--- config.mk ---
export PLATFORM = sky130hd
export DESIGN_NAME = rcc_filter
export DESIGN_NICKNAME = d
export VERILOG_FILES = /design/src/hw/rtl/rcc_pkg.sv /design/src/hw/rtl/rcc_filter.sv
export SDC_FILE = /design/constraint.sdc
export NUM_CORES = 2
export LEC_CHECK = 0
export BUFFER_PORTS_ARGS = -buffer_cell sky130_fd_sc_hd__buf_2
export CAP_MARGIN = 30
export CORE_ASPECT_RATIO = 1.25
export CORE_MARGIN = 5
export CORE_UTILIZATION = 66
export DETAILED_ROUTE_END_ITERATION = 8
export PLACE_DENSITY = 0.88
export SETUP_SLACK_MARGIN = 0.02
export SYNTH_ARGS = -nofsm -noshare
export SYNTH_HDL_FRONTEND = slang
export SYNTH_SLANG_ARGS = --single-unit
--- constraint.sdc ---
create_clock -name vclk -period 24.8
set_input_delay 4.96 -clock vclk [all_inputs]
set_output_delay 4.96 -clock vclk [all_outputs]
set_load 0.05 [all_outputs]
--- src/hw/rtl/rcc_pkg.sv ---
`timescale 1ns / 1ps
// ----------------------------------------------------------------------------
// RGB 3x3 convolution package
// Shared constants, register indexes and payload types of the filter block.
// ----------------------------------------------------------------------------
package rcc_pkg;

  localparam int DefMaxWidth    = 1024;
  localparam int DefMaxHeight   = 4096;

  // Register reset values and raw field widths.
  localparam int RegWidthReset  = 1024;
  localparam int RegHeightReset = 1;
  localparam int GeomWidthBits  = 11;
  localparam int GeomHeightBits = 13;

  localparam int CfgIdxW  = 3;
  localparam int CfgDataW = 32;

  // Accumulator width: nine products of 8u x 8s fit in 20 signed bits.
  localparam int SumW   = 20;
  localparam int PixMax = 255;

  localparam logic CmdPixel = 1'b0;
  localparam logic CmdFlush = 1'b1;

  localparam logic [CfgIdxW-1:0] RegImageWidth  = 3'd0;
  localparam logic [CfgIdxW-1:0] RegImageHeight = 3'd1;
  localparam logic [CfgIdxW-1:0] RegCenterCoef  = 3'd2;
  localparam logic [CfgIdxW-1:0] RegEdgeCoefs   = 3'd3;
  localparam logic [CfgIdxW-1:0] RegCornerCoefs = 3'd4;

  typedef struct packed {
    logic [7:0] blue;
    logic [7:0] green;
    logic [7:0] red;
  } rgb_t;

  // Window indexed [row][col]; row 0 is the upper row, col 2 the newest column.
  typedef rgb_t [2:0][2:0] window_t;

  // One line buffer entry: the pixel two rows back and the pixel one row back.
  typedef struct packed {
    rgb_t upper;
    rgb_t lower;
  } line_pair_t;

  typedef struct packed {
    logic [31:0] corners;
    logic [31:0] edges;
    logic [7:0]  center;
  } coef_set_t;

  // Per-item control that travels with a window shift.
  typedef struct packed {
    logic emit;
    logic frame_end;
    logic top;
    logic bottom;
    logic left;
    logic right;
  } tap_ctrl_t;

endpackage

--- src/hw/rtl/rcc_filter.sv ---
`timescale 1ns / 1ps
// ----------------------------------------------------------------------------
// RGB 3x3 convolution arithmetic
// Masks taps outside the image, applies the nine signed weights per channel
// and clamps each sum to the pixel range.
// ----------------------------------------------------------------------------
module rcc_filter (
  input  rcc_pkg::window_t   window_i,
  input  rcc_pkg::tap_ctrl_t tap_i,
  input  rcc_pkg::coef_set_t coefs_i,
  output rcc_pkg::rgb_t      result_o
);

  logic [2:0][2:0][7:0] k;
  logic [8:0][7:0]      kf, red_px, green_px, blue_px;
  logic                 keep;

  function automatic logic [7:0] mac_clamp(input logic [8:0][7:0] px,
                                           input logic [8:0][7:0] w);
    logic signed [rcc_pkg::SumW-1:0] acc;
    logic signed [8:0]               a;
    logic signed [7:0]               b;
    logic signed [16:0]              p;
    acc = '0;
    for (int i = 0; i < 9; i++) begin
      a   = {1'b0, px[i]};
      b   = w[i];
      p   = a * b;
      acc = acc + rcc_pkg::SumW'(p);
    end
    if (acc[rcc_pkg::SumW-1]) begin
      mac_clamp = '0;
    end else if (acc > rcc_pkg::SumW'(rcc_pkg::PixMax)) begin
      mac_clamp = 8'(rcc_pkg::PixMax);
    end else begin
      mac_clamp = acc[7:0];
    end
  endfunction

  always_comb begin
    k[0][0] = coefs_i.corners[7:0];
    k[0][1] = coefs_i.edges[7:0];
    k[0][2] = coefs_i.corners[15:8];
    k[1][0] = coefs_i.edges[23:16];
    k[1][1] = coefs_i.center;
    k[1][2] = coefs_i.edges[31:24];
    k[2][0] = coefs_i.corners[23:16];
    k[2][1] = coefs_i.edges[15:8];
    k[2][2] = coefs_i.corners[31:24];
  end

  // Taps that fall outside the frame read as black.
  always_comb begin
    for (int r = 0; r < 3; r++) begin
      for (int c = 0; c < 3; c++) begin
        keep = !((r == 0) && tap_i.top) && !((r == 2) && tap_i.bottom) &&
               !((c == 0) && tap_i.left) && !((c == 2) && tap_i.right);
        kf[r*3+c]       = k[r][c];
        red_px[r*3+c]   = keep ? window_i[r][c].red   : 8'h00;
        green_px[r*3+c] = keep ? window_i[r][c].green : 8'h00;
        blue_px[r*3+c]  = keep ? window_i[r][c].blue  : 8'h00;
      end
    end
  end

  assign result_o.red   = mac_clamp(red_px, kf);
  assign result_o.green = mac_clamp(green_px, kf);
  assign result_o.blue  = mac_clamp(blue_px, kf);

endmodule

# Word level (Yosys, flattened, before mapping)
# Index checks and enable logic that the tools add are counted.
totals:
  regBits: 0
  inputBits: 294
  out_inout_bits: 24
  elab_cells: 92
op_classes:
  n_addsub: 24
  multipliers: 27
  order_cmp: 3
  n_mux: 30
  reduce_logical: 8
ops:
  columns: ["cell", "count"]
  rows:
  - ["9-bit by 8-bit multiplier with 17-bit output", 27]
  - ["20-bit by 17-bit adder with 20-bit output", 16]
  - ["8-bit two-way mux", 30]
  - ["20-bit by 9-bit > comparator with 1-bit output (second input constant)", 3]
  - ["18-bit by 17-bit adder with 19-bit output", 3]
  - ["17-bit by 17-bit adder with 18-bit output", 3]
  - ["19-bit by 17-bit adder with 20-bit output", 2]
  - ["1-bit logical AND", 4]
  - ["1-bit logical NOT", 4]

# Logic depth before layout (Yosys ltp)
depth:
  depth_word: 15
  depth_mapped: 47
  ltp_nobuf: 44

# Least setup slack after synthesis
# OpenSTA, ideal clock, no wires.
synth_path:
  kind: "input port to output port"
  from: "input port tap_i[1] in the netlist's numbering"
  to: "output port result_o[16] in the netlist's numbering"
  arrival_ps: 16909
  required_time_ps: 19840
  slack_ps: 2931
  path_stages: 44
  path_buffers: 4
  cell_sequence: "nor2_1 clkbuf_1 clkbuf_1 clkbuf_1 nand3_1 fa_1 inv_1 ha_1 inv_1 fa_1 fa_1 inv_1 fa_1 inv_1 fa_1 fa_1 fa_1 nor2b_1 [8 not listed] fa_1 inv_1 fa_1 fa_1 inv_1 fa_1 inv_1 fa_1 inv_1 ha_1 o21a_1 o21a_1 a311oi_1 a21oi_1 mux2i_1 nor4bb_1 clkbuf_1 a21oi_1"
synth_rtl:
  columns: ["item", "line", "source"]
  rows:
  - ["start, declared", "rcc_filter.sv:9", "input rcc_pkg::tap_ctrl_t tap_i,"]
  - ["end, declared", "rcc_filter.sv:11", "output rcc_pkg::rgb_t result_o"]

==> out/qor.log <==
INFO  status         result_of_the_run=complete, no violations
INFO  setup_path     required=19.84ns
INFO  global_routing first_pass_grt_wire_length=323,500um
INFO  drt            totalWireLength=213,700um
INFO  yosys          yosys_warnings=0
INFO  yosys          synthesized_area_per_cell=9.229um^2
INFO  clocking       hold_buffers=0
INFO  drt            drt-wirelength-per-cell=24.93um
INFO  yosys          netlist_area=0.06605mm^2
INFO  drt            detailedRoute.firstPassIterationCount=8
INFO  yosys          syn-instance-count=7,157
INFO  flow_run       max-cap-violations=0
INFO  finish         layout.core_utilization=69.25%
INFO  yosys          yosysMostFrequentCell=inv_1
INFO  timing         setup_viol_count_final=0
INFO  floorplanning  rows=129
INFO  finish         syn2layout_area_growth=3.908%
INFO  timing         final_max_slew_viol_count=0
INFO  global_routing met3_usage=7.025%
INFO  timing         final_worst_path_setup_slack=1.073ns
INFO  floorplanning  initial_core_util=66.65%
INFO  timing         final.setup.tns=0ns
INFO  finish         seq_cell_count=0
INFO  drt            remaining_routing_drc_violations=0
INFO  floorplanning  die_w=293.0um
INFO  yosys          post_synth_fa_ha_maj_area_fraction=67.91%
INFO  global_routing grt_max_degree=111
INFO  setup_path     slowest_cell_delay_on_critical_path=0.76ns
INFO  place          dp.final_hpwl=186,100um
INFO  finish         register_cell_area_after_layout=0um^2
INFO  global_routing grt_util_met2=67.86%
INFO  global_routing grt-busiest-layer=met2
INFO  place          place.port_buffers=316
INFO  yosys          seq_area_frac_synth=0%
INFO  yosys          synth_compound_area_share=2.256%
INFO  timing         slew-limit-headroom=22.31%
INFO  yosys          basic_gate_share_of_the_synthesized_area_counting_and_or_nand_and_nor_cells=15.87%
INFO  setup_path     critPathMaxFanout=27
INFO  floorplanning  pin_count=318
INFO  yosys          post_synth_mux_area_share=0.1231%
INFO  timing         timing.final.hold_violations=0
INFO  floorplanning  chipHeight=363.7um
INFO  hold_path      hold_path_class=input pin to primary output
INFO  yosys          synth_area_leaders=fa_1, ha_1, inv_1
INFO  timing         worst_slew_pin_slew=1.163ns
INFO  setup_path     worst_ep_arrival_time=18.77ns
INFO  setup_path     crit_path_end_kind=primary output
INFO  timing         period_needed=23.73ns
INFO  setup_path     timing.critical_path.from_type=input pin
INFO  drt            final_antenna_net_count=0
INFO  global_routing grt-ovfl-total=0
INFO  yosys          yosysTopAreaCellShare=51.01%
INFO  timing         grt_setup_unrepaired=false
INFO  hold_path      holdCritStartpoint=window_i[208]
INFO  drt            drtIter0Drc=4,884
INFO  clocking       cts_resized=0
INFO  timing         fmax=42.15MHz
INFO  global_routing antenna_found_initial=20
INFO  floorplanning  dieArea=0.1065mm^2
INFO  drt            routed_via_density=5.906
INFO  setup_path     criticalPathCategory=input pin to primary output
INFO  yosys          synthDominantAreaCellType=fa_1
INFO  finish         fillCellCount=7,736
INFO  timing         post-route-period-util=95.67%
INFO  global_routing grt_pass1_vias=55,140
INFO  place          placement.setup.worst_slack=1.242ns
INFO  global_routing groute.usage.overall=40.82%
INFO  yosys          synthesis.nets=10,030
INFO  drt            vias=50,630
INFO  global_routing globalRouteMet1Util=46.84%
INFO  yosys          synth_top_family_by_area=adder cells
INFO  finish         nNetsFinal=10,120
INFO  yosys          synth_common_cells=inv_1, fa_1, ha_1, nand2_1, and2_1
INFO  finish         post_route_cells_drive_above_1_share=5.065%
INFO  setup_path     worst_setup_path_startpoint=tap_i[1]
INFO  finish         layout.clock_buffers=0
INFO  floorplanning  core-area=0.09910mm^2
INFO  yosys          netlist-cell-type-count=69
INFO  yosys          yosys.area_share.xor_xnor=0.8619%
INFO  clocking       cts_post_setup_buffers_inserted=0
INFO  place          routabilityCongestion=1.060
INFO  setup_path     cpMaxStageDelayCell=xnor2_1
INFO  setup_path     cell_occurring_most_often_along_the_worst_timing_path=fa_1
## final timing paths
kind | endpoint | slack [ns] | depth (start not counted)
max | result_o[21] | 1.07 | 41
min | result_o[16] | 11.10 | 8
## metrics by stage
step	std cells	hold slack (ns)	cell area [um^2]
final	8572	11.10	68630
after global routing	8561	11.17	68610
after CTS	8553	11.08	68570
after detailed placement	8553	11.08	68570
after global placement	8547	11.09	68500
after floorplan	7157	10.67	66050
## per-layer routing
layer,wire [um],up-vias
met5,68,-
met4,24390,10
met3,19330,909
met2,101500,2956
met1,68400,25520
li1,-,21230
## critical path, delay by kind of cell
| family | cells | cell delay, ns |
|---|---|---|
| and+or+nand+nor | 7 | 1.75 |
| xor gates and xnor gates | 1 | 0.76 |
| AOI/OAI and AO/OA | 8 | 1.78 |
| adders and majority gates | 17 | 8.35 |
| buffers and inverters | 8 | 1.11 |
## layout make-up
class | instances | area [um^2] | share of cell area, %
antenna | 16 | 40.04 | 0.05834
tap | 1310 | 1639 | 2.388
timing repair buffer | 348 | 1846 | 2.689
inverter | 2026 | 7605 | 11.08
multi-input combinational | 4872 | 57500 | 83.78
## cells in the final DEF (no fill, tap or decap), drive strengths merged, types with 4 or more instances in the layout
cell	instances
buf	348
or4	4
o31ai	4
nand2b	72
or3	6
diode	16
and2	521
mux2i	7
nand3	194
nor4	4
xnor2	50
and3	368
clkinv	4
a21boi	4
o211ai	7
nor2b	99
a21o	6
nor2	147
xor2	15
a211oi	10
a31oi	12
nor3	14
inv	2022
nand2	554
or2	5
o21a	22
fa	1683
o2111ai	4
o21ai	28
a21oi	95
ha	892
## cells by family (layout without fill, tap and decap cells)
group,Yosys count,after routing
and+or+nand+nor,1994,1994
AOI/OAI and AO/OA,230,230
other,0,16
muxes,8,8
adders and majority gates,2575,2575
xor gates and xnor gates,65,65
buffers and inverters,2285,2374
