--- src/hw/rtl/rcc_pkg.sv ---
`timescale 1ns / 1ps
// ----------------------------------------------------------------------------
// RGB 3x3 convolution package
// Shared constants, register indexes and payload types of the filter block.
// ----------------------------------------------------------------------------
package rcc_pkg;

  localparam int DefMaxWidth    = 1024;
  localparam int DefMaxHeight   = 4096;

  // Register reset values and raw field widths.
  localparam int RegWidthReset  = 1024;
  localparam int RegHeightReset = 1;
  localparam int GeomWidthBits  = 11;
  localparam int GeomHeightBits = 13;

  localparam int CfgIdxW  = 3;
  localparam int CfgDataW = 32;

  // Accumulator width: nine products of 8u x 8s fit in 20 signed bits.
  localparam int SumW   = 20;
  localparam int PixMax = 255;

  localparam logic CmdPixel = 1'b0;
  localparam logic CmdFlush = 1'b1;

  localparam logic [CfgIdxW-1:0] RegImageWidth  = 3'd0;
  localparam logic [CfgIdxW-1:0] RegImageHeight = 3'd1;
  localparam logic [CfgIdxW-1:0] RegCenterCoef  = 3'd2;
  localparam logic [CfgIdxW-1:0] RegEdgeCoefs   = 3'd3;
  localparam logic [CfgIdxW-1:0] RegCornerCoefs = 3'd4;

  typedef struct packed {
    logic [7:0] blue;
    logic [7:0] green;
    logic [7:0] red;
  } rgb_t;

  // Window indexed [row][col]; row 0 is the upper row, col 2 the newest column.
  typedef rgb_t [2:0][2:0] window_t;

  // One line buffer entry: the pixel two rows back and the pixel one row back.
  typedef struct packed {
    rgb_t upper;
    rgb_t lower;
  } line_pair_t;

  typedef struct packed {
    logic [31:0] corners;
    logic [31:0] edges;
    logic [7:0]  center;
  } coef_set_t;

  // Per-item control that travels with a window shift.
  typedef struct packed {
    logic emit;
    logic frame_end;
    logic top;
    logic bottom;
    logic left;
    logic right;
  } tap_ctrl_t;

endpackage

--- src/hw/rtl/rcc_if.sv ---


interface rcc_cfg_if;
  logic                         valid;
  logic                         ready;
  logic [rcc_pkg::CfgIdxW-1:0]  index;
  logic [rcc_pkg::CfgDataW-1:0] data;

  modport source (output valid, index, data, input ready);
  modport sink   (input valid, index, data, output ready);
endinterface

--- src/hw/rtl/rcc_regs.sv ---
`timescale 1ns / 1ps
// ----------------------------------------------------------------------------
// RGB 3x3 convolution register file
// Holds the frame geometry, clamped to the supported range, and the weights.
// ----------------------------------------------------------------------------
module rcc_regs #(
  parameter int  MAX_WIDTH  = rcc_pkg::DefMaxWidth,
  parameter int  MAX_HEIGHT = rcc_pkg::DefMaxHeight,
  localparam int WW         = $clog2(MAX_WIDTH + 1),
  localparam int HW         = $clog2(MAX_HEIGHT + 1)
) (
  input  logic               clk_i,
  input  logic               rst_ni,
  rcc_cfg_if.sink            cfg,
  output logic [WW-1:0]      width_o,
  output logic [HW-1:0]      height_o,
  output rcc_pkg::coef_set_t coefs_o,
  output logic               restart_o
);

  localparam logic [WW-1:0] WidthRst = WW'((rcc_pkg::RegWidthReset > MAX_WIDTH) ?
                                           MAX_WIDTH : rcc_pkg::RegWidthReset);
  localparam logic [HW-1:0] HeightRst = HW'(rcc_pkg::RegHeightReset);

  logic [WW-1:0]      width_q, width_d;
  logic [HW-1:0]      height_q, height_d;
  rcc_pkg::coef_set_t coefs_q, coefs_d;
  logic               wr;
  logic [rcc_pkg::GeomWidthBits-1:0]  w_raw;
  logic [rcc_pkg::GeomHeightBits-1:0] h_raw;
  logic [WW-1:0]      w_eff;
  logic [HW-1:0]      h_eff;

  assign cfg.ready = 1'b1;
  assign wr        = cfg.valid && cfg.ready;
  assign w_raw     = cfg.data[rcc_pkg::GeomWidthBits-1:0];
  assign h_raw     = cfg.data[rcc_pkg::GeomHeightBits-1:0];

  // A zero size acts as one, anything beyond the maximum as the maximum.
  always_comb begin
    if (w_raw == '0) begin
      w_eff = WW'(1);
    end else if (32'(w_raw) > 32'(MAX_WIDTH)) begin
      w_eff = WW'(MAX_WIDTH);
    end else begin
      w_eff = WW'(w_raw);
    end
    if (h_raw == '0) begin
      h_eff = HW'(1);
    end else if (32'(h_raw) > 32'(MAX_HEIGHT)) begin
      h_eff = HW'(MAX_HEIGHT);
    end else begin
      h_eff = HW'(h_raw);
    end
  end

  always_comb begin
    width_d  = width_q;
    height_d = height_q;
    coefs_d  = coefs_q;
    if (wr) begin
      unique case (cfg.index)
        rcc_pkg::RegImageWidth:  width_d         = w_eff;
        rcc_pkg::RegImageHeight: height_d        = h_eff;
        rcc_pkg::RegCenterCoef:  coefs_d.center  = cfg.data[7:0];
        rcc_pkg::RegEdgeCoefs:   coefs_d.edges   = cfg.data;
        rcc_pkg::RegCornerCoefs: coefs_d.corners = cfg.data;
        default: ;
      endcase
    end
  end

  always_ff @(posedge clk_i or negedge rst_ni) begin
    if (!rst_ni) begin
      width_q  <= WidthRst;
      height_q <= HeightRst;
      coefs_q  <= '0;
    end else begin
      width_q  <= width_d;
      height_q <= height_d;
      coefs_q  <= coefs_d;
    end
  end

  assign restart_o = wr && (cfg.index == rcc_pkg::RegImageWidth ||
                            cfg.index == rcc_pkg::RegImageHeight);
  assign width_o   = width_q;
  assign height_o  = height_q;
  assign coefs_o   = coefs_q;

endmodule

--- src/flat_wrapper.sv ---
// flat-port wrapper written by rule: the top's interface ports become plain ports
module rcc_regs_flat 
#(
  parameter int  MAX_WIDTH  = rcc_pkg::DefMaxWidth,
  parameter int  MAX_HEIGHT = rcc_pkg::DefMaxHeight,
  localparam int WW         = $clog2(MAX_WIDTH + 1),
  localparam int HW         = $clog2(MAX_HEIGHT + 1)
)
  (clk_i, rst_ni, width_o, height_o, coefs_o, restart_o, cfg_valid, cfg_index, cfg_data, cfg_ready);
  rcc_cfg_if cfg_i ();
  input  logic clk_i;
  input  logic rst_ni;
  output logic [WW-1:0] width_o;
  output logic [HW-1:0] height_o;
  output rcc_pkg::coef_set_t coefs_o;
  output logic restart_o;
  input wire logic [$bits(cfg_i.valid)-1:0] cfg_valid;
  input wire logic [$bits(cfg_i.index)-1:0] cfg_index;
  input wire logic [$bits(cfg_i.data)-1:0] cfg_data;
  output wire logic [$bits(cfg_i.ready)-1:0] cfg_ready;
  assign cfg_i.valid = cfg_valid;
  assign cfg_i.index = cfg_index;
  assign cfg_i.data = cfg_data;
  assign cfg_ready = cfg_i.ready;
  rcc_regs #(.MAX_WIDTH(MAX_WIDTH), .MAX_HEIGHT(MAX_HEIGHT)) u_core (.clk_i(clk_i), .rst_ni(rst_ni), .cfg(cfg_i), .width_o(width_o), .height_o(height_o), .coefs_o(coefs_o), .restart_o(restart_o));
endmodule
--- config.mk ---
export PLATFORM = sky130hd
export DESIGN_NAME = rcc_regs_flat
export DESIGN_NICKNAME = d
export VERILOG_FILES = /design/src/hw/rtl/rcc_pkg.sv /design/src/hw/rtl/rcc_if.sv /design/src/hw/rtl/rcc_regs.sv /design/src/flat_wrapper.sv
export SDC_FILE = /design/constraint.sdc
export NUM_CORES = 1
export LEC_CHECK = 0
export BUFFER_PORTS_ARGS = -buffer_cell sky130_fd_sc_hd__buf_4
export CORE_ASPECT_RATIO = 1.75
export CORE_MARGIN = 8
export CORE_UTILIZATION = 30
export CTS_BUF_LIST = sky130_fd_sc_hd__clkbuf_16
export CTS_CLUSTER_DIAMETER = 150
export DETAILED_ROUTE_END_ITERATION = 8
export PLACE_DENSITY = 0.5
export SYNTH_ARGS = -nofsm -noshare
export SYNTH_HDL_FRONTEND = slang
export SYNTH_SLANG_ARGS = --single-unit
export TNS_END_PERCENT = 1
--- constraint.sdc ---
create_clock -name clk_i -period 1.1 [get_ports clk_i]
set_clock_uncertainty 0.15 [all_clocks]
set_input_delay 0.165 -clock clk_i [delete_from_list [all_inputs] [get_ports clk_i]]
set_output_delay 0.165 -clock clk_i [all_outputs]
set_load 0.03 [all_outputs]
Word level (Yosys, flattened, before mapping). Cells that the tools add are included.

Logic and storage cells: 25. Output and inout port bits: 98. Register bits: 96. Bits of input ports: 38.

Equal/unequal tests: 4. Reduce and logical (&&, ||, !) cells: 10. Multiplexer cells: 4. Order comparisons: 2.

Operators by type and width (number): $mux W13 (2); $mux W11 (2); $gt A13 B13 Y1 const B (1); $logic_not A13 Y1 (1); $gt A11 B11 Y1 const B (1); $logic_not A11 Y1 (1); $reduce_and A2 Y1 (5); $eq A3 B2 Y1 const B (2); $eq A3 B1 Y1 const B (1); $eq A3 B3 Y1 const B (1); $logic_not A3 Y1 (1); $logic_and A1 B1 Y1 (1); $logic_or A1 B1 Y1 (1).

Longest topological paths before layout.
Depth after elaboration: 3. Depth in mapped cells: 6. Mapped depth without buffers: 4.

Worst setup path before layout. No wires, ideal clock.

Path type: in2reg. From: in cfg_index[1]. To: reg u_core.coefs_q (netlist bit u_core.coefs_o[40]). Cell stages on the path: 5. Path buffers: 2. Setup time: 125 ps. Data arrival time: 1309 ps. Setup slack: -484 ps. Path through: nor2_1 and3_1 clkbuf_1 buf_4 mux2_2.

Cells in the longest elaborated chain, start to end: 2.

Ends and longest elaborated chain: start, declared (line flat_wrapper.sv:18) `input wire logic [$bits(cfg_i.index)-1:0] cfg_index;`; $eq A3 B3 Y1 (line rcc_regs.sv:62) `unique case (cfg.index)`; $reduce_and A2 Y1 (no line); end signal, assigned (line rcc_regs.sv:81) `coefs_q <= coefs_d;`; end, declared (line rcc_regs.sv:27) `rcc_pkg::coef_set_t coefs_q, coefs_d;`.

No other way between the ends. A chain may end at the register's enable or synchronous reset.

Final worst setup path.
From: in cfg_data[1]. To: reg u_core.height_q[0], in the netlist u_core.height_o[0].

Cells in the longest elaborated chain, start to end: 3. Elaborated cells between the ends (all ways): 4. Classes of those cells: order compare (1); mux (2); reduce/logical (1).

Ends and longest elaborated chain: start, declared (line flat_wrapper.sv:19) `input wire logic [$bits(cfg_i.data)-1:0] cfg_data;`; $gt A13 B13 Y1 (line rcc_regs.sv:50) `end else if (32'(h_raw) > 32'(MAX_HEIGHT)) begin`; $mux W13 (line rcc_regs.sv:50); $mux W13 * (line rcc_regs.sv:48) `if (h_raw == '0) begin`; end signal, assigned (line rcc_regs.sv:76) `height_q <= HeightRst;`; end signal, assigned (line rcc_regs.sv:80) `height_q <= height_d;`; end, declared (line rcc_regs.sv:26) `logic [HW-1:0] height_q, height_d;`.

Every way passes the cells marked *; elsewhere a longest branch is shown, timed or not.

==> results.py <==
metrics = {
    "outcome": {
        "status": "finished with violations",
        "failed_checks": "setup timing",
    },
    "clock_network": {
        "cts_setup_buffers": 0,
        "clk_pin_slew_ns": 0.06,
        "clockBufferDepth": 2,
        "cts_buffers": 9,
        "clock-sinks": 96,
        "htreeDepth": 3,
        "clk_latency_ns": 0.33,
        "cts_tree": "yes",
        "cts_root_buffer": "clkbuf_16",
    },
    "power": {
        "pwr-share-seq_pct": 38.6,
        "ir_worst_vdd_uv": 820.2,
        "p_per_area_mw_per_mm2": 2003,
        "intPower_w": 0.008322,
        "comb_power_share_pct": 35.7,
        "pwr-share-clk_pct": 25.7,
        "power_leakage_nw": 2.859,
        "p_switching_w": 0.004121,
        "sw_frac_of_total_pct": 33.12,
        "power_w": 0.01244,
    },
    "final_layout": {
        "nFillCells": 1118,
        "drive_gt1_share_pct": 58.10,
        "multiInputGateArea_mm2": 0.001351,
        "final_area_mm2": 0.006212,
        "stdcell_count": 631,
        "most-common-layout-cells": "buf_6 (98), dfrtp_1 (94), mux2_2 (70), buf_4 (61), nand2_1 (41)",
        "diodes": 0,
        "seqCellArea_mm2": 0.002405,
        "mostFrequentLayoutCell": "buf_6",
        "area_growth_pct": 65.50,
        "nets": 499,
    },
    "floorplanning": {
        "die_w_um": 100.6,
        "row_count": 54,
        "ios": 136,
        "die-area_mm2": 0.01649,
        "core_mm2": 0.01236,
        "die_height_um": 164.0,
        "start_util_pct": 30.36,
    },
    "sta": {
        "finalHoldViolations": 0,
        "setup_ws_ns": -0.3126,
        "setup_viol": 113,
        "rsz0062_at_grt": "true",
        "finalCriticalPeriod_ns": 1.413,
        "drv_slew": 0,
        "holdWs_ns": 0.06601,
        "max_freq_ghz": 0.7079,
        "fin_crit_sh_pct": 128.4,
    },
    "setup_path": {
        "path_buf_inv": 2,
        "slowest_delay_ns": 0.55,
        "cp_cell_sequence": "buf_8 > or4_4 > nor4_4 > buf_6 > a21oi_1 > o31ai_2",
        "arrival_ns": 1.51,
        "start_kind": "input port",
        "required_ns": 1.20,
        "crit_fanout": 5,
        "cp_top_family": "simple AND/OR/NAND/NOR gates",
        "r2r_cells": 1,
        "critical_path_class": "input port to flop",
        "cp_slowest_cell": "or4_4",
        "endpoint_kind": "flop",
        "path_depth": 6,
    },
    "place": {
        "dp_hpwl_um": 8715,
        "detailedPlace.worstSlack_ns": -0.6879,
        "gp_congestion": 0.7653,
        "dp.cells": 594,
        "place_area_mm2": 0.005197,
        "portBuffers": 134,
    },
    "synth": {
        "synth_nets": 310,
        "synth_area_mm2": 0.003754,
        "async_flop_share_pct": 100.0,
        "ys_seq_area_share_pct": 64.07,
        "postSynthCellCount": 272,
        "synth_ff_type": "dfrtp_1",
        "avgSynthCellArea_um2": 13.80,
        "ys_seq_elements": 96,
        "synth_warnings": 0,
        "synth-edff-count": 0,
        "yosysUniqueCellTypes": 26,
    },
    "worst_hold_path": {
        "worstHoldPathCells": 3,
        "hp-class": "input port to flop",
    },
    "route": {
        "drtIter0Drc": 60,
        "vias_per_cell": 4.494,
        "wire_per_inst_um": 18.24,
        "num_vias": 2836,
        "drcViolationCount": 0,
        "finalWirelength_um": 11510,
        "first_pass_iters": 4,
        "ant_nets": 0,
    },
    "grt": {
        "grt_pass1_vias": 3142,
        "grt_pass1_wl_um": 17600,
        "grt_antenna_before_repair": 0,
        "gr-total-overflow": 0,
        "grtUsageTotal_pct": 14.23,
        "grt_max_degree": 58,
    },
    "job": {
        "maxCapViolCount": 0,
    },
}
## state kept, by name, indices dropped and copies added, names as in the netlist
name / count
u_core.height_o: 13
u_core.coefs_o: 72
u_core.width_o: 11
## logic make-up after synthesis
logic type | share of synthesized area (%)
other | 0.09990
muxes | 21.30
DFF | 64.07
and+or+nand+nor | 8.600
buffers and inverters | 2.033
AOI/OAI and AO/OA | 3.900
## synth_stat cells, types with 2 or more instances
cell type | n | area [um^2]
buf_2 | 4 | 20.02
dfstp_2 | 2 | 52.55
nor2b_1 | 2 | 12.51
dfrtp_1 | 94 | 2352
nand3_1 | 6 | 30.03
buf_4 | 5 | 37.54
nand3b_1 | 3 | 22.52
mux2_2 | 70 | 788.3
nand2_1 | 41 | 153.9
nand2b_1 | 5 | 31.28
nor2_1 | 3 | 11.26
o21ai_0 | 6 | 30.03
a21oi_1 | 15 | 75.07
clkbuf_1 | 4 | 15.01
## repair_timing
action,CTS,global route
gates resized for setup,109,14
endpoints found under the hold margin,142,0
pin swaps,1,3
setup endpoints to repair,170,182
gates cloned,0,1
hold buffers,23,0
## path summary, 6_finish.rpt
path                                                      from                        endpoint  slack [ns]
max in group asynchronous                               rst_ni  u_core.width_o[10]$_DFFE_PN1P_        0.23
worst min register to register  u_core.width_o[10]$_DFFE_PN1P_  u_core.width_o[10]$_DFFE_PN1P_        0.32
worst max register to register  u_core.coefs_o[68]$_DFFE_PN0P_  u_core.coefs_o[68]$_DFFE_PN0P_        0.15
worst min-delay path                              cfg_data[10]   u_core.width_o[0]$_DFFE_PN0P_        0.07
min in group asynchronous                               rst_ni  u_core.coefs_o[57]$_DFFE_PN0P_        0.22
worst max-delay path                               cfg_data[1]  u_core.height_o[0]$_DFFE_PN1P_       -0.31
## final cells by class
class	instances	share of cell area, %
Clock inverter	4	1.168
Clock buffer	9	3.625
Multi-Input combinational cell	163	21.75
Inverter	1	0.06042
Timing Repair Buffer	190	31.30
Sequential cell	96	38.71
Tap cell	168	3.384
## per-stage QoR
stage	TNS [ns]	utilization [%]
6_report	-12.77	50.24
5_1_grt	-17.57	50.24
4_1_cts	-14.69	49.67
3_5_place_dp	-41.70	42.04
3_3_place_gp	-40.84	42.04
2_1_floorplan	-32.13	-
## layer usage
layer | GRT usage [%] | wire length (um)
met2 | 27.12 | 6698
met1 | 14.17 | 4030
met4 | 5.467 | 191
met3 | 3.650 | 591
met5 | 0 | 0
## power by group through the flow
stage	Combinational [W]	Sequential [W]	Clock [W]
2_1_floorplan	0.000712	0.00614	0
3_3_place_gp	0.00391	0.00470	0
3_5_place_dp	0.00394	0.00474	0
4_1_cts	0.00448	0.00481	0.00332
5_1_grt	0.00466	0.00490	0.00344
6_report	0.00444	0.00481	0.00320
No activity file was read; power rests on OpenSTA's default activity.
