File: config.mk
export PLATFORM = sky130hd
export DESIGN_NAME = rcc_ctrl_flat
export DESIGN_NICKNAME = d
export VERILOG_FILES = /design/src/hw/rtl/rcc_pkg.sv /design/src/hw/rtl/rcc_if.sv /design/src/hw/rtl/rcc_ctrl.sv /design/src/flat_wrapper.sv
export SDC_FILE = /design/constraint.sdc
export NUM_CORES = 1
export LEC_CHECK = 0
export ABC_AREA = 1
export BUFFER_PORTS_ARGS = -buffer_cell sky130_fd_sc_hd__clkbuf_2
export CORE_ASPECT_RATIO = 0.5
export CORE_MARGIN = 1
export CORE_UTILIZATION = 45
export DETAILED_ROUTE_END_ITERATION = 8
export GPL_TIMING_DRIVEN = 0
export PLACE_DENSITY = 0.65
export SYNTH_ARGS = -nofsm -noshare
export SYNTH_HDL_FRONTEND = slang
export SYNTH_SLANG_ARGS = --single-unit
File: constraint.sdc
create_clock -name clk_i -period 7.1 [get_ports clk_i]
set_input_delay 0.355 -clock clk_i [delete_from_list [all_inputs] [get_ports clk_i]]
set_output_delay 0.355 -clock clk_i [all_outputs]
set_load 0.05 [all_outputs]
File: src/hw/rtl/rcc_pkg.sv
`timescale 1ns / 1ps
// ----------------------------------------------------------------------------
// RGB 3x3 convolution package
// Shared constants, register indexes and payload types of the filter block.
// ----------------------------------------------------------------------------
package rcc_pkg;

  localparam int DefMaxWidth    = 1024;
  localparam int DefMaxHeight   = 4096;

  // Register reset values and raw field widths.
  localparam int RegWidthReset  = 1024;
  localparam int RegHeightReset = 1;
  localparam int GeomWidthBits  = 11;
  localparam int GeomHeightBits = 13;

  localparam int CfgIdxW  = 3;
  localparam int CfgDataW = 32;

  // Accumulator width: nine products of 8u x 8s fit in 20 signed bits.
  localparam int SumW   = 20;
  localparam int PixMax = 255;

  localparam logic CmdPixel = 1'b0;
  localparam logic CmdFlush = 1'b1;

  localparam logic [CfgIdxW-1:0] RegImageWidth  = 3'd0;
  localparam logic [CfgIdxW-1:0] RegImageHeight = 3'd1;
  localparam logic [CfgIdxW-1:0] RegCenterCoef  = 3'd2;
  localparam logic [CfgIdxW-1:0] RegEdgeCoefs   = 3'd3;
  localparam logic [CfgIdxW-1:0] RegCornerCoefs = 3'd4;

  typedef struct packed {
    logic [7:0] blue;
    logic [7:0] green;
    logic [7:0] red;
  } rgb_t;

  // Window indexed [row][col]; row 0 is the upper row, col 2 the newest column.
  typedef rgb_t [2:0][2:0] window_t;

  // One line buffer entry: the pixel two rows back and the pixel one row back.
  typedef struct packed {
    rgb_t upper;
    rgb_t lower;
  } line_pair_t;

  typedef struct packed {
    logic [31:0] corners;
    logic [31:0] edges;
    logic [7:0]  center;
  } coef_set_t;

  // Per-item control that travels with a window shift.
  typedef struct packed {
    logic emit;
    logic frame_end;
    logic top;
    logic bottom;
    logic left;
    logic right;
  } tap_ctrl_t;

endpackage

File: src/hw/rtl/rcc_if.sv
`timescale 1ns / 1ps
// ----------------------------------------------------------------------------
// RGB 3x3 convolution channel interfaces
// Pixel input stream, filtered pixel output stream and register write channel.
// ----------------------------------------------------------------------------
interface rcc_pix_in_if;
  logic       valid;
  logic       ready;
  logic       cmd;
  logic [7:0] red_in;
  logic [7:0] green_in;
  logic [7:0] blue_in;

  modport source (output valid, cmd, red_in, green_in, blue_in, input ready);
  modport sink   (input valid, cmd, red_in, green_in, blue_in, output ready);
endinterface


File: src/hw/rtl/rcc_ctrl.sv
`timescale 1ns / 1ps
// ----------------------------------------------------------------------------
// RGB 3x3 convolution frame control
// Tracks input and output positions, decides per item whether the window
// advances and emits, and holds the first pipeline stage.
// ----------------------------------------------------------------------------
module rcc_ctrl #(
  parameter int  MAX_WIDTH  = rcc_pkg::DefMaxWidth,
  parameter int  MAX_HEIGHT = rcc_pkg::DefMaxHeight,
  localparam int WW         = $clog2(MAX_WIDTH + 1),
  localparam int HW         = $clog2(MAX_HEIGHT + 1),
  localparam int AW         = $clog2(MAX_WIDTH),
  localparam int RW         = $clog2(MAX_HEIGHT),
  localparam int LW         = $clog2(MAX_WIDTH + 2)
) (
  input  logic               clk_i,
  input  logic               rst_ni,
  rcc_pix_in_if.sink         pix_in,
  input  logic [WW-1:0]      width_i,
  input  logic [HW-1:0]      height_i,
  input  logic               restart_i,
  input  logic               s1_go_i,
  output logic               s1_valid_o,
  output rcc_pkg::rgb_t      s1_pix_o,
  output logic [AW-1:0]      s1_ptr_o,
  output rcc_pkg::tap_ctrl_t s1_tap_o,
  output logic               rd_en_o,
  output logic [AW-1:0]      rd_addr_o
);

  logic [AW-1:0] in_col_q, in_col_d;
  logic [HW-1:0] in_row_q, in_row_d;
  logic [LW-1:0] lead_q, lead_d;
  logic [AW-1:0] ocol_q, ocol_d;
  logic [RW-1:0] orow_q, orow_d;
  logic [AW-1:0] ptr_q, ptr_d;
  logic          s1_v_q, s1_v_d;
  rcc_pkg::rgb_t      s1_pix_q;
  logic [AW-1:0]      s1_ptr_q;
  rcc_pkg::tap_ctrl_t s1_tap_q, tap;

  logic accept, pix_done, adv, is_pix, emit;
  logic in_last_col, o_last_col, o_last_row, ptr_last;

  assign pix_in.ready = !s1_v_q || s1_go_i;
  assign accept       = pix_in.valid && pix_in.ready;

  // Once every pixel of the frame is in, each item only pushes the window on.
  assign pix_done = (in_row_q == height_i);
  assign is_pix   = (pix_in.cmd == rcc_pkg::CmdPixel) && !pix_done;
  assign adv      = accept && ((pix_in.cmd == rcc_pkg::CmdPixel) || pix_done);

  assign in_last_col = (WW'(in_col_q) == width_i - WW'(1));
  assign o_last_col  = (WW'(ocol_q) == width_i - WW'(1));
  assign o_last_row  = (HW'(orow_q) == height_i - HW'(1));
  assign ptr_last    = (WW'(ptr_q) == width_i - WW'(1));
  assign emit        = (lead_q == LW'(width_i) + LW'(1));

  always_comb begin
    tap.emit      = emit;
    tap.frame_end = emit && o_last_col && o_last_row;
    tap.top       = (orow_q == '0);
    tap.bottom    = o_last_row;
    tap.left      = (ocol_q == '0);
    tap.right     = o_last_col;
  end

  always_comb begin
    in_col_d = in_col_q;
    in_row_d = in_row_q;
    lead_d   = lead_q;
    ocol_d   = ocol_q;
    orow_d   = orow_q;
    ptr_d    = ptr_q;
    if (restart_i || (adv && tap.frame_end)) begin
      in_col_d = '0;
      in_row_d = '0;
      lead_d   = '0;
      ocol_d   = '0;
      orow_d   = '0;
      ptr_d    = '0;
    end else if (adv) begin
      ptr_d = ptr_last ? '0 : ptr_q + AW'(1);
      if (is_pix) begin
        if (in_last_col) begin
          in_col_d = '0;
          in_row_d = in_row_q + HW'(1);
        end else begin
          in_col_d = in_col_q + AW'(1);
        end
      end
      if (emit) begin
        if (o_last_col) begin
          ocol_d = '0;
          orow_d = orow_q + RW'(1);
        end else begin
          ocol_d = ocol_q + AW'(1);
        end
      end else begin
        lead_d = lead_q + LW'(1);
      end
    end
  end

  always_comb begin
    priority if (adv) begin
      s1_v_d = 1'b1;
    end else if (s1_go_i) begin
      s1_v_d = 1'b0;
    end else begin
      s1_v_d = s1_v_q;
    end
  end

  always_ff @(posedge clk_i or negedge rst_ni) begin
    if (!rst_ni) begin
      in_col_q <= '0;
      in_row_q <= '0;
      lead_q   <= '0;
      ocol_q   <= '0;
      orow_q   <= '0;
      ptr_q    <= '0;
      s1_v_q   <= 1'b0;
    end else begin
      in_col_q <= in_col_d;
      in_row_q <= in_row_d;
      lead_q   <= lead_d;
      ocol_q   <= ocol_d;
      orow_q   <= orow_d;
      ptr_q    <= ptr_d;
      s1_v_q   <= s1_v_d;
    end
  end

  always_ff @(posedge clk_i) begin
    if (adv) begin
      s1_pix_q.red   <= pix_in.red_in;
      s1_pix_q.green <= pix_in.green_in;
      s1_pix_q.blue  <= pix_in.blue_in;
      s1_ptr_q       <= ptr_q;
      s1_tap_q       <= tap;
    end
  end

  assign rd_en_o    = adv;
  assign rd_addr_o  = ptr_q;
  assign s1_valid_o = s1_v_q;
  assign s1_pix_o   = s1_pix_q;
  assign s1_ptr_o   = s1_ptr_q;
  assign s1_tap_o   = s1_tap_q;

endmodule

File: src/flat_wrapper.sv
// flat-port wrapper written by rule: the top's interface ports become plain ports
module rcc_ctrl_flat 
#(
  parameter int  MAX_WIDTH  = rcc_pkg::DefMaxWidth,
  parameter int  MAX_HEIGHT = rcc_pkg::DefMaxHeight,
  localparam int WW         = $clog2(MAX_WIDTH + 1),
  localparam int HW         = $clog2(MAX_HEIGHT + 1),
  localparam int AW         = $clog2(MAX_WIDTH),
  localparam int RW         = $clog2(MAX_HEIGHT),
  localparam int LW         = $clog2(MAX_WIDTH + 2)
)
  (clk_i, rst_ni, width_i, height_i, restart_i, s1_go_i, s1_valid_o, s1_pix_o, s1_ptr_o, s1_tap_o, rd_en_o, rd_addr_o, pix_in_valid, pix_in_cmd, pix_in_red_in, pix_in_green_in, pix_in_blue_in, pix_in_ready);
  rcc_pix_in_if pix_in_i ();
  input  logic clk_i;
  input  logic rst_ni;
  input  logic [WW-1:0] width_i;
  input  logic [HW-1:0] height_i;
  input  logic restart_i;
  input  logic s1_go_i;
  output logic s1_valid_o;
  output rcc_pkg::rgb_t s1_pix_o;
  output logic [AW-1:0] s1_ptr_o;
  output rcc_pkg::tap_ctrl_t s1_tap_o;
  output logic rd_en_o;
  output logic [AW-1:0] rd_addr_o;
  input wire logic [$bits(pix_in_i.valid)-1:0] pix_in_valid;
  input wire logic [$bits(pix_in_i.cmd)-1:0] pix_in_cmd;
  input wire logic [$bits(pix_in_i.red_in)-1:0] pix_in_red_in;
  input wire logic [$bits(pix_in_i.green_in)-1:0] pix_in_green_in;
  input wire logic [$bits(pix_in_i.blue_in)-1:0] pix_in_blue_in;
  output wire logic [$bits(pix_in_i.ready)-1:0] pix_in_ready;
  assign pix_in_i.valid = pix_in_valid;
  assign pix_in_i.cmd = pix_in_cmd;
  assign pix_in_i.red_in = pix_in_red_in;
  assign pix_in_i.green_in = pix_in_green_in;
  assign pix_in_i.blue_in = pix_in_blue_in;
  assign pix_in_ready = pix_in_i.ready;
  rcc_ctrl #(.MAX_WIDTH(MAX_WIDTH), .MAX_HEIGHT(MAX_HEIGHT)) u_core (.clk_i(clk_i), .rst_ni(rst_ni), .pix_in(pix_in_i), .width_i(width_i), .height_i(height_i), .restart_i(restart_i), .s1_go_i(s1_go_i), .s1_valid_o(s1_valid_o), .s1_pix_o(s1_pix_o), .s1_ptr_o(s1_ptr_o), .s1_tap_o(s1_tap_o), .rd_en_o(rd_en_o), .rd_addr_o(rd_addr_o));
endmodule
## Word level (Yosys, flattened, before mapping)

Cells that the tools add are included.

- Multiply operators: 0
- Muxes and demuxes: 24
- Bitwise operators: 1
- $lt $le $gt $ge: 0
- Reductions and logical operators: 24
- Eq/ne operators: 7
- Add/sub/neg operators: 9
- Divide/modulo/power cells: 0
- Shift operators: 0

Operators by type and width:

| kind | number |
|---|---|
| $mux W10 | 11 |
| $mux W13 | 4 |
| $mux W12 | 4 |
| $eq A10 B11 Y1 | 3 |
| $mux W11 | 3 |
| $add A10 B1 Y10 const B | 3 |
| $add A11 B1 Y11 const B | 2 |
| $add A13 B1 Y13 const B | 1 |
| $eq A12 B13 Y1 | 1 |
| $eq A13 B13 Y1 | 1 |
| $sub A13 B1 Y13 const B | 1 |
| $add A12 B1 Y12 const B | 1 |
| $logic_not A12 Y1 | 1 |
| $reduce_bool A2 Y1 | 6 |
| $eq A11 B11 Y1 | 1 |
| $sub A11 B1 Y11 const B | 1 |
| $logic_not A10 Y1 | 1 |
| $logic_and A1 B1 Y1 | 6 |
| $reduce_and A2 Y1 | 3 |
| $reduce_and A3 Y1 | 2 |
| $logic_or A1 B1 Y1 | 3 |
| $logic_not A1 Y1 | 2 |
| $mux W1 | 2 |
| $ne A2 B2 Y1 const B | 1 |
| $not A1 Y1 | 1 |

- Word-level logic and storage cells: 82
- Latch bits: 0
- Bits in read-only memories: 0
- Bits of input ports: 54
- RAM bits: 0
- Register bits: 107
- Memories: 0

## Logic depth before layout (Yosys ltp)

- Depth after elaboration: 8
- Gate-level depth with buffers: 21
- Gate-level depth less buffers: 19

## Worst setup path before layout

Ideal clock, no wire load.

- Path kind: register to register
- Start: reg u_core.s1_v_q (netlist: u_core.s1_valid_o)
- End: reg u_core.lead_q[3]
- Required time: 6982 ps
- Library setup time: 118 ps
- Buffers on the path: 2
- Path slack: 3917 ps
- Arrival: 3065 ps
- Cell stages (with the launch flop): 11
- Period minus slack after synthesis: 3183 ps
- Cells stage by stage: dfrtp_1 > nand2_1 > nand2_1 > a21oi_4 > nor2_1 > inv_2 > buf_2 > nand2_1 > buf_2 > nand2_1 > nand2_1

- Longest elaborated chain between the ends: 8
- Elaborated cells on any way between the ends: 10
- Those cells by class: 1 x eq/ne; 1 x mux; 8 x reduce/logical

Ends and longest elaborated chain:

| element | RTL line | RTL |
|---|---|---|
| start: declaration | rcc_ctrl.sv:37 | `logic s1_v_q, s1_v_d;` |
| start signal: assignment | rcc_ctrl.sv:131 | `s1_v_q <= s1_v_d;` |
| $logic_not A1 Y1 * | rcc_ctrl.sv:45 | `assign pix_in.ready = !s1_v_q \|\| s1_go_i;` |
| $logic_or A1 B1 Y1 * | rcc_ctrl.sv:45 |  |
| net pix_in_ready | flat_wrapper.sv:31 | `output wire logic [$bits(pix_in_i.ready)-1:0] pix_in_ready;` |
| $logic_and A1 B1 Y1 * | rcc_ctrl.sv:46 | `assign accept = pix_in.valid && pix_in.ready;` |
| $logic_and A1 B1 Y1 * | rcc_ctrl.sv:51 | `assign adv = accept && ((pix_in.cmd == rcc_pkg::CmdPixel) \|\| pix_done);` |
| net rd_en_o | flat_wrapper.sv:24 | `output logic rd_en_o;` |
| $logic_and A1 B1 Y1 | rcc_ctrl.sv:75 | `if (restart_i \|\| (adv && tap.frame_end)) begin` |
| $logic_or A1 B1 Y1 | rcc_ctrl.sv:75 |  |
| $ne A2 B2 Y1 (no source line) or $reduce_bool A2 Y1 (tied branches) | - |  |
| $reduce_and A2 Y1 (no source line) | - |  |
| end signal: assignment | rcc_ctrl.sv:127 | `lead_q <= lead_d;` |
| end: declaration | rcc_ctrl.sv:33 | `logic [LW-1:0] lead_q, lead_d;` |

The timed path passes the listed nets; every way through them passes the cells marked *.
A chain may end at the register's enable or synchronous reset.

==> results.md <==
- Minimum clock period: 3036 ps
- Synth Area in XOR/XNOR: 9.021%
- Clk_lat worst skew: 360 ps
- Hold Path Sink: u_core.s1_pix_o[23]
- Residual DRC count: 0
- Worst r2r src: u_core.in_row_q[6]
- Synth cell types: 45
- Clock Tree Root: clkbuf_16
- Yosys top cell area share: 21.86%
- Vias in the first global route: 6689
- Simple-gate area share of the yosys netlist: 37.96%
- Min-delay src: pix_in_blue_in[7]
- Synthesized flop and latch total: 107
- Final ANT Viol Nets: 0
- Setup_tns: 0 ps
- Largest net degree at the start of global routing: 50
- Mapped Nets: 1125
- Count leader, synth: nand2_1
- TritonCTS clock tree: yes
- Die Ht: 94.32 um
- Chip width: 186.6 um
- Initial DRT Pass Iterations: 5
- EDFF count, synth: 40
- Compound-cell area share of the yosys netlist: 4.551%
- Synth-to-Final Area Change: 14.91%
- Fin. Hold Viols: 0
- Clock sink count: 107
- Worst setup margin: 4064 ps
- Wirelength, routed: 20440 um
- Vias per cell: 5.122
- DPL Wire Length: 15950 um
- Setup Crit Path Kind: in2reg
- Drt wl/cell: 14.56 um
- Pwr/cell area: 164.8 nW/um2
- TritonCTS buffer count: 9
- Design Area, Final: 8813 um2
- Die Area: 17600 um2
- NumNets Final: 1237
- Initial Utilization: 46.44%
- Port-buffer cells: 97
- Remaining global-route overflow: 0
- Post-Syn Instances: 1060
- Worst Path Arrival: 3260 ps
- MaxCap Viol Count: 0
- Hold path depth: 1
- Post-synth top cells: nand2_1, nor2_1, inv_1
- Via count: 7191
- Yosys warning total: 0
- Overall Global Routing Usage: 24.14%
- Cell taking the most area after synthesis: dfrtp_1
- Max-slew violation count: 0
- Worst EP required: 7320 ps
- Async S/R FF share, synth: 62.62%
- Adder-cell share of the synthesized area: 1.794%
- Mux contribution to synthesized area: 0%
- Top FF cell, synth: dfrtp_1
- R2R Setup Slk: 4500 ps
- CTS clock-pin slew for the worst setup and hold paths: 80 ps
- Rows: 33
- Synth top area cells: dfrtp_1, edfxtp_1, nand2_1
- Post-DP Area: 8517 um2
- Worst setup EP type: register
- Avg Inst Size Synth: 7.236 um2
- First-pass GRT wire length: 33840 um
- Setup violations, final: 0
- Io pins: 107
- GPL Wtd Cong: 0.9526
- Status: complete, no violations
- Layout cells sized above 1: 16.57%
- H-tree depth: 3
- Max Freq: 329.3 MHz
- Crit-path max FO: 10
- Min-delay worst type: in2reg
- Initial antenna violation count: 0
- Lkg Pwr: 4.219 nW
- Slew at the pin closest to its max-slew limit: 512.1 ps
- Max-slew headroom: 65.59%
- R2R cell count: 13
- Max rail drop VDD: 0.1273 mV
- Period utilization: 42.77%
- Iter 0 DRT Violations: 377
- Part of the Yosys area used for sequential elements: 37.52%
- Core area: 16520 um2
- Critical R2R Capture: u_core.lead_q[2]
- Dpl ws: 3744 ps
- Setup Fix Bufs, Post-CTS: 0
- Post-Synthesis Cell Area: 7670 um2
- Setup Skew: 13.97 ps
- Startpoint types: primary input
- Largest family of logic cells by synthesized area: simple AND/OR/NAND/NOR gates
- RSZ-0062 raised after global routing: false
- Clock buffer depth: 2
- Overall power: 1.452 mW
- FILL cells: 1641
- Antenna cell count: 0
==> sequential cells by signal, summed over array words and instances (netlist names) <==
signal             flops
u_core.s1_pix_o       24
u_core.in_row_q       13
u_core.orow_q         12
u_core.lead_q         11
u_core.in_col_q       10
u_core.ocol_q         10
u_core.rd_addr_o      10
u_core.s1_ptr_o       10
u_core.s1_tap_o        6
u_core.s1_valid_o      1
==> power breakdown <==
part / total, mW / switching [mW] / internal (mW)
Sequential: 0.682 / 0.0183 / 0.664
Combinational: 0.274 / 0.192 / 0.0811
Clock: 0.497 / 0.245 / 0.251
Total: 1.45 / 0.456 / 0.996
==> metal layers <==
metal / track usage, % / vias up / share of wire (%)
met1: 32.98 / 3325 / 49
met3: 5.004 / 18 / 6.9
met4: 4.986 / 0 / 1.2
met5: 0 / - / 0
met2: 39.74 / 219 / 43
li1: - / 3629 / -
==> cells by family after synthesis <==
group | after synthesis
compound gates | 52
xor+xnor | 79
fa+ha+maj | 11
buf+inv | 168
flops | 107
simple gates | 643
==> layout by cell type (no fill, tap or decap), types with 4 or more instances in the layout <==
| cell | instances |
|---|---|
| buf_2 | 11 |
| buf_4 | 4 |
| buf_6 | 5 |
| clkbuf_1 | 11 |
| clkbuf_16 | 9 |
| clkbuf_2 | 98 |
| dfrtp_1 | 67 |
| edfxtp_1 | 40 |
| ha_1 | 11 |
| inv_1 | 120 |
| inv_2 | 11 |
| nand2_1 | 304 |
| nand2_2 | 10 |
| nand3_1 | 109 |
| nand3_2 | 4 |
| nand4_1 | 33 |
| nor2_1 | 122 |
| nor2_2 | 12 |
| nor2_4 | 9 |
| nor3_1 | 16 |
| nor4_1 | 6 |
| o2111ai_1 | 13 |
| o21ai_0 | 12 |
| o21ai_1 | 9 |
| o22ai_1 | 12 |
| xnor2_1 | 21 |
| xor2_1 | 58 |
==> per-stage QoR <==
stage | cells | util [%] | hold WS (ps)
after global routing | 1404 | 53.36 | 156.6
after detailed placement | 1387 | 51.57 | 307.5
final | 1404 | 53.36 | 166.2
after floorplan | 1060 | - | 59.41
after CTS | 1404 | 53.36 | 161.7
after global placement | 1384 | 51.10 | 488.2
==> worst max-delay path by stage <==
stage	start	end	slack [ps]	cells past startpoint
after global placement	height_i[2]	u_core.lead_q[2]	3410	13
after global routing	width_i[0]	u_core.rd_addr_o[4]	3900	16
after detailed placement	width_i[0]	u_core.rd_addr_o[4]	3740	16
final	width_i[0]	u_core.rd_addr_o[4]	4060	16
after CTS	width_i[0]	u_core.rd_addr_o[4]	4110	16
after floorplan	u_core.s1_valid_o	u_core.lead_q[3]	3920	10
==> critical path, cell delays in order <==
cell and delay, ps:
clkbuf_2 110, buf_2 250, inv_4 120, ha_1 510, inv_1 190, nand2_1 90, nand4_1 80, nor2_1 150
nand4_2 180, nor2_8 280, nand3_1 220, nor2_2 190, nor2_2 120, buf_2 220, nand3_1 100, o21ai_1 70
==> repair_timing <==
| action | in CTS | in global routing |
|---|---|---|
| hold endpoints to repair | 18 | 0 |
| setup endpoints to repair | 0 | 0 |
| resized for setup | 0 | 0 |
| hold buffers | 1 | 0 |
==> layout make-up <==
type / count / area, um2 / area share (%)
inverters: 134 / 505.5 / 5.735
repair buffers: 101 / 573.1 / 6.502
clock inverters: 6 / 47.55 / 0.5395
plain buffers: 34 / 196.4 / 2.229
multi-input cells: 785 / 4090 / 46.41
flip-flops and latches: 107 / 2878 / 32.65
well taps: 227 / 284.0 / 3.223
clock buffers: 10 / 239.0 / 2.712
Power figures use the tool's default switching activity.
